`config.mk`:
```
export PLATFORM = sky130hd
export DESIGN_NAME = fwhi_ctrl
export DESIGN_NICKNAME = d
export VERILOG_FILES = /design/src/hdl/fwhi_pkg.sv /design/src/hdl/fwhi_ctrl.sv
export SDC_FILE = /design/constraint.sdc
export NUM_CORES = 1
export LEC_CHECK = 0
export BUFFER_PORTS_ARGS = -buffer_cell sky130_fd_sc_hd__clkbuf_2
export CORE_MARGIN = 10
export CORE_UTILIZATION = 25
export CTS_CLUSTER_DIAMETER = 200
export DETAILED_ROUTE_END_ITERATION = 12
export SLEW_MARGIN = 20
export SYNTH_ARGS = -nofsm -noshare
export SYNTH_HDL_FRONTEND = slang
export SYNTH_SLANG_ARGS = --single-unit
```
`constraint.sdc`:
```
create_clock -name i_clk -period 1.3 [get_ports i_clk]
set_input_delay 0.195 -clock i_clk [delete_from_list [all_inputs] [get_ports i_clk]]
set_output_delay 0.195 -clock i_clk [all_outputs]
set_load 0.005 [all_outputs]
```
`src/hdl/fwhi_pkg.sv`:
```
package fwhi_pkg;

    localparam int unsigned CNT_W       = 8;
    localparam int unsigned CAP_W       = 8;
    localparam int unsigned IN_DATA_W   = 32;
    localparam int unsigned OUT_VAL_W   = 32;
    localparam int unsigned OUT_TDATA_W = 48;
    localparam int unsigned USER_W      = 2;
    localparam logic [CAP_W-1:0] CAP_RESET = 8'd100;

    typedef enum logic [1:0] {
        OP_ENQ  = 2'd0,
        OP_DEQ  = 2'd1,
        OP_PEEK = 2'd2,
        OP_ILV  = 2'd3
    } t_opcode;

    typedef enum logic [1:0] {
        ST_OK    = 2'd0,
        ST_FULL  = 2'd1,
        ST_EMPTY = 2'd2,
        ST_ODD   = 2'd3
    } t_status;

    typedef enum logic [2:0] {
        S_IDLE,
        S_READ,
        S_CP_RD,
        S_CP_WR,
        S_MG_RD,
        S_MG_WR0,
        S_MG_WR1
    } t_state;

    typedef enum logic [1:0] {
        RD_HEAD,
        RD_LOW,
        RD_HIGH
    } t_ent_rd_sel;

    typedef enum logic [1:0] {
        WR_PUSH,
        WR_EVEN,
        WR_ODD
    } t_ent_wr_sel;

    typedef struct packed {
        logic        enq;
        logic        deq;
        logic        ent_rd_en;
        t_ent_rd_sel ent_rd_sel;
        logic        ent_wr_en;
        t_ent_wr_sel ent_wr_sel;
        logic        scr_wr_en;
        logic        scr_rd_en;
        logic        idx_clr;
        logic        idx_inc;
        logic        load_out;
        logic        out_mem;
        t_status     status;
    } t_dp_cmd;

    typedef struct packed {
        logic empty;
        logic full;
        logic odd;
        logic last;
    } t_dp_stat;

    typedef struct packed {
        logic [OUT_VAL_W-1:0] read_value;
        t_status              status;
        logic [CNT_W-1:0]     occupancy;
        logic                 empty_flag;
        logic                 full_flag;
    } t_result;

endpackage

```
`src/hdl/fwhi_ctrl.sv`:
```
module fwhi_ctrl
    import fwhi_pkg::*;
(
    input  logic     i_clk,
    input  logic     i_rst_n,
    input  logic     i_in_valid,
    input  t_opcode  i_op,
    input  logic     i_out_free,
    input  t_dp_stat i_stat,
    output logic     o_in_ready,
    output t_dp_cmd  o_cmd
);

    t_state r_state;
    t_state n_state;

    always_ff @(posedge i_clk) begin
        if (!i_rst_n) begin
            r_state <= S_IDLE;
        end else begin
            r_state <= n_state;
        end
    end

    always_comb begin
        n_state    = r_state;
        o_cmd      = '0;
        o_in_ready = 1'b0;
        case (r_state)
            S_IDLE: begin
                o_in_ready = i_out_free;
                if (i_in_valid && i_out_free) begin
                    case (i_op)
                        OP_ENQ: begin
                            o_cmd.load_out = 1'b1;
                            if (i_stat.full) begin
                                o_cmd.status = ST_FULL;
                            end else begin
                                o_cmd.enq        = 1'b1;
                                o_cmd.ent_wr_en  = 1'b1;
                                o_cmd.ent_wr_sel = WR_PUSH;
                            end
                        end
                        OP_DEQ, OP_PEEK: begin
                            if (i_stat.empty) begin
                                o_cmd.load_out = 1'b1;
                                o_cmd.status   = ST_EMPTY;
                            end else begin
                                o_cmd.ent_rd_en  = 1'b1;
                                o_cmd.ent_rd_sel = RD_HEAD;
                                o_cmd.deq        = (i_op == OP_DEQ);
                                n_state          = S_READ;
                            end
                        end
                        OP_ILV: begin
                            if (i_stat.odd) begin
                                o_cmd.load_out = 1'b1;
                                o_cmd.status   = ST_ODD;
                            end else if (i_stat.empty) begin
                                o_cmd.load_out = 1'b1;
                            end else begin
                                o_cmd.idx_clr = 1'b1;
                                n_state       = S_CP_RD;
                            end
                        end
                        default: begin
                            n_state = S_IDLE;
                        end
                    endcase
                end
            end
            S_READ: begin
                o_cmd.load_out = 1'b1;
                o_cmd.out_mem  = 1'b1;
                n_state        = S_IDLE;
            end
            S_CP_RD: begin
                o_cmd.ent_rd_en  = 1'b1;
                o_cmd.ent_rd_sel = RD_LOW;
                n_state          = S_CP_WR;
            end
            S_CP_WR: begin
                o_cmd.scr_wr_en = 1'b1;
                if (i_stat.last) begin
                    o_cmd.idx_clr = 1'b1;
                    n_state       = S_MG_RD;
                end else begin
                    o_cmd.idx_inc = 1'b1;
                    n_state       = S_CP_RD;
                end
            end
            S_MG_RD: begin
                o_cmd.ent_rd_en  = 1'b1;
                o_cmd.ent_rd_sel = RD_HIGH;
                o_cmd.scr_rd_en  = 1'b1;
                n_state          = S_MG_WR0;
            end
            S_MG_WR0: begin
                o_cmd.ent_wr_en  = 1'b1;
                o_cmd.ent_wr_sel = WR_EVEN;
                n_state          = S_MG_WR1;
            end
            S_MG_WR1: begin
                o_cmd.ent_wr_en  = 1'b1;
                o_cmd.ent_wr_sel = WR_ODD;
                if (i_stat.last) begin
                    o_cmd.load_out = 1'b1;
                    n_state        = S_IDLE;
                end else begin
                    o_cmd.idx_inc = 1'b1;
                    n_state       = S_MG_RD;
                end
            end
            default: begin
                n_state = S_IDLE;
            end
        endcase
    end

    a_load_needs_slot: assert property (@(posedge i_clk) disable iff (!i_rst_n)
        o_cmd.load_out |-> i_out_free)
        else $error("result loaded while output slot busy");

    a_read_then_load: assert property (@(posedge i_clk) disable iff (!i_rst_n)
        (o_cmd.ent_rd_en && o_cmd.ent_rd_sel == RD_HEAD) |=> o_cmd.load_out && o_cmd.out_mem)
        else $error("head read not followed by result load");

    a_walk_not_empty: assert property (@(posedge i_clk) disable iff (!i_rst_n)
        (r_state == S_CP_RD) |-> !i_stat.empty && !i_stat.odd)
        else $error("interleave walk on empty or odd queue");

endmodule

```
Word-level counts from Yosys, hierarchy flattened
Cells that the tools add are included.

cells by class
  eq/ne operators = 14
  mux-type cells = 41
  reductions and logical operators = 6

operators with widths
  cell                  count
  $mux W3               8
  $pmux W3 S3           2
  $pmux W3 S6           1
  $mux W1               17
  $mux W2               5
  $eq A3 B3 Y1 const B  3
  $ne A3 B3 Y1 const B  3
  $mux W4               2
  $mux W8               1
  $eq A3 B2 Y1 const B  2
  $pmux W1 S3           2
  $pmux W2 S3           1
  $pmux W3 S2           1
  $reduce_and A5 Y1     1
  $eq A2 B2 Y1 const B  2
  $reduce_or A2 Y1      2
  $eq A3 B1 Y1 const B  1
  $logic_not A3 Y1      1
  $ne A3 B1 Y1 const B  1
  $eq A2 B1 Y1 const B  1
  $logic_not A2 Y1      1
  $ne A2 B2 Y1 const B  1
  $pmux W1 S2           1
  $logic_and A1 B1 Y1   1

word-level totals
  bits of input ports = 10
  output and inout port bits = 17
  register bits after elaboration = 3
  logic and storage cells = 62

Longest topological paths before layout
  word-level depth = 5
  depth in mapped cells = 5
  mapped depth without buffers = 5

Worst setup path before layout
OpenSTA, ideal clock, no wires.

  path type = reg-to-output
  start point = register r_state[2]
  end point = output o_cmd[12] (netlist name)
  cell stages (with the launch flop) = 4
  data required time = 1.105 ns
  path slack = 0.073 ns
  arrival time = 1.032 ns
  buffers on the path = 2
  cell sequence = dfxtp_1 buf_2 nor3b_1 buf_4

RTL lines
  element                 RTL line         text
  from (decl)             fwhi_ctrl.sv:14  t_state r_state;
  from (signal assigned)  fwhi_ctrl.sv:21  r_state <= n_state;
  to (decl)               fwhi_ctrl.sv:11  output t_dp_cmd o_cmd

==> impl_metrics.toml <==
[status]
status = "finished with violations"
violations = "negative setup slack"

[clock_tree]
clock_sink_count = 3
tritoncts = "built"
cts-root-buf = "clkbuf_4"
worstSkewPairLatency_ns = 0.24
path_clk_slew_ns = 0.04
cts_made_buffers = 3
htree_levels = 1
clk_path_buf_depth = 2
ctsHoldBuffers = 0

[timing]
holdWs_ns = 0.194
worstMarginPinSlew_ns = 0.312
final_max_slew_viol_count = 0
setup-violations-final = 17
period_needed_ns = 1.73
relSlewSlack_pct = 79.1
fin_skew_ns = 0.00135
max_freq_ghz = 0.579
setup_ws_ns = -0.426
hold_viol_final = 0
rsz0062_at_grt = "true"
fin_crit_sh_pct = 133

[synth]
yosys.area_share.simple_pct = 34.7
synth-xor-area-share_pct = 1.87
synth_seq_cells = 3
yosysSeqAreaShare_pct = 12.8
ys.warnings.count = 0
synth_nets = 74
synth_area_um2 = 469
avgSynthCellArea_um2 = 7.82
synthMuxAreaShare_pct = 0
synth_compound_area_share_pct = 30.9
ys_types = 28
synth_top_family_by_area = "simple AND/OR/NAND/NOR gates"
synthAdderAreaFrac_pct = 10.7
netlist_instances = 60

[finish]
diodes = 0
syn2layout_area_growth_pct = 100
stdcell_area_um2 = 940
n_fill_cell = 181
regMostFlops = "r_state"
largestRegisters = "r_state (3)"
largest_register_ff_count = 3
multi_input_area_um2 = 464
regArea_um2 = 66.3
drive_gt1_share_pct = 67.6
final_nets = 123

[floorplanning]
coreArea_um2 = 1750
die_w_um = 63.3
die-area_um2 = 4010
rows = 15
start_util_pct = 26.9
fp.dieH_um = 63.3
io_pins = 27

[routing]
dr.pass1.iters = 4
ant_nets = 0
drc = 0
avgViaCountPerCell = 4.62
wl_um = 1780
routedWlPerCell_um = 13.4
drt_iter0_drc = 13
via_count = 615

[global_route]
grt_start_max_net_pins = 8
antenna_found_initial = 0
grt_pass1_wl_um = 2790
grt_pass1_vias = 650
grt-ovfl-total = 0
grt_use_total_pct = 8.37

[power]
power.density_nw_per_um2 = 451
ir_drop_v = 0.000360
finalPower_w = 0.000423
leakage_nw = 0.465

[place]
gp_congestion = 0.756
dp_hpwl_um = 1280
port_buffers = 26
place_area_um2 = 723

[job]
cap_violations = 0

[setup_path]
worstSetupEndpointType = "output port"
critical_path_required_ns = 1.11
worstPathCellList = "nor4b_4 -> nand2_2 -> buf_6 -> o32ai_2 -> buf_2"
cp-start-kind = "register"
path_max_fanout = 3
crit_arrival_ns = 1.53
critPathSlowestCell = "dfxtp_4"
critPathKind = "register to output port"
critical_path.max_stage_delay_ns = 0.35

[min_path]
hold_class = "input port to register"
cells in the final DEF, fill, tap and decap left out, drive strengths merged:
master  count
nand2       6
or3         1
o21ba       2
a21oi       2
ha          4
o41ai       1
and3b       3
o21a        1
a211oi      2
nor4b       1
inv         4
nand2b      1
nor2        7
o21ai       4
a21boi      2
nor3b       4
dfxtp       3
nor3        1
o32ai       1
a311oi      2
clkbuf     16
o31ai       1
nor2b       2
xnor2       1
buf        36
worst paths after layout:
| check | from | endpoint | slack [ns] | cells after the start |
|---|---|---|---|---|
| worst max-delay path | r_state[2] | o_cmd[13] | -0.43 | 5 |
| worst min-delay path | i_rst_n | r_state[2] | 0.19 | 2 |
| worst max register to register | r_state[1] | r_state[0] | 0.06 | 5 |
| worst min register to register | r_state[2] | r_state[2] | 0.67 | 3 |
kinds of logic (layout without fill, tap and decap cells):
group	count (synthesis)	count (layout)
adder cells (fa/ha/maj)	4	4
XOR/XNOR	1	1
flip-flops	3	3
buffers and inverters	8	56
AO/OA/AOI/OAI	18	18
AND/OR/NAND/NOR	26	26
power by group:
group	switching, W	internal, W
Clock	0.0000517	0.000115
Combinational	0.0000775	0.0000857
Sequential	0.00000132	0.0000918
Total	0.000131	0.000293
cell type report:
| class | count | share of cell area [%] |
|---|---|---|
| multi-input combinational | 49 | 49.4 |
| timing repair buffer | 48 | 35.8 |
| sequential | 3 | 7.06 |
| tap | 25 | 3.33 |
| clock buffer | 4 | 2.80 |
| inverter | 4 | 1.60 |
cell usage after synthesis:
cell | instances | area (um2)
nor2_1 | 7 | 26.3
nand2_1 | 5 | 18.8
ha_1 | 4 | 50.1
inv_1 | 4 | 15.0
nor3b_1 | 4 | 30.0
o21ai_0 | 4 | 20.0
buf_4 | 3 | 22.5
dfxtp_1 | 3 | 60.1
a211oi_1 | 2 | 15.0
a21oi_1 | 2 | 10.0
a311oi_1 | 2 | 17.5
and3b_1 | 2 | 17.5
nor2b_1 | 2 | 12.5
o21ba_2 | 2 | 20.0
a21boi_0 | 1 | 7.51
a21boi_1 | 1 | 7.51
and3b_2 | 1 | 10.0
buf_2 | 1 | 5.00
nand2_2 | 1 | 6.26
nand2b_1 | 1 | 6.26
nor3_1 | 1 | 5.00
nor4b_4 | 1 | 23.8
o21a_1 | 1 | 7.51
o31ai_1 | 1 | 7.51
o32ai_2 | 1 | 16.3
o41ai_2 | 1 | 16.3
or3_1 | 1 | 6.26
xnor2_1 | 1 | 8.76
timing repair:
item,CTS,global route
endpoints found under the setup margin,19,19
gates resized for setup,21,31
pin swaps,6,9
setup buffers,7,3
through the flow:
stage	setup TNS, ns	setup slack [ns]	utilization [%]	instances
final	-3.14	-0.426	53.8	133
after CTS	-3.92	-0.395	49.3	133
after floorplan	0	0.0735	-	60
after global routing	-4.37	-0.500	53.8	133
after detailed placement	-0.876	-0.155	41.4	123
after global placement	-0.727	-0.141	41.4	123
worst max-delay path, delay by kind of cell, from the launching register on:
family / cells / cell delay, ns
AND/OR/NAND/NOR: 2 / 0.44
flip-flops: 1 / 0.35
buffers and inverters: 2 / 0.31
AO/OA/AOI/OAI: 1 / 0.21
per-layer routing:
layer	global-route usage (%)	up-vias	share of wire, %
li1	-	315	-
met1	9.81	277	42
met5	0	-	0
met2	13.2	19	50
met3	2.30	4	6.1
met4	4.92	0	1.7
Power figures use the tool's default switching activity.
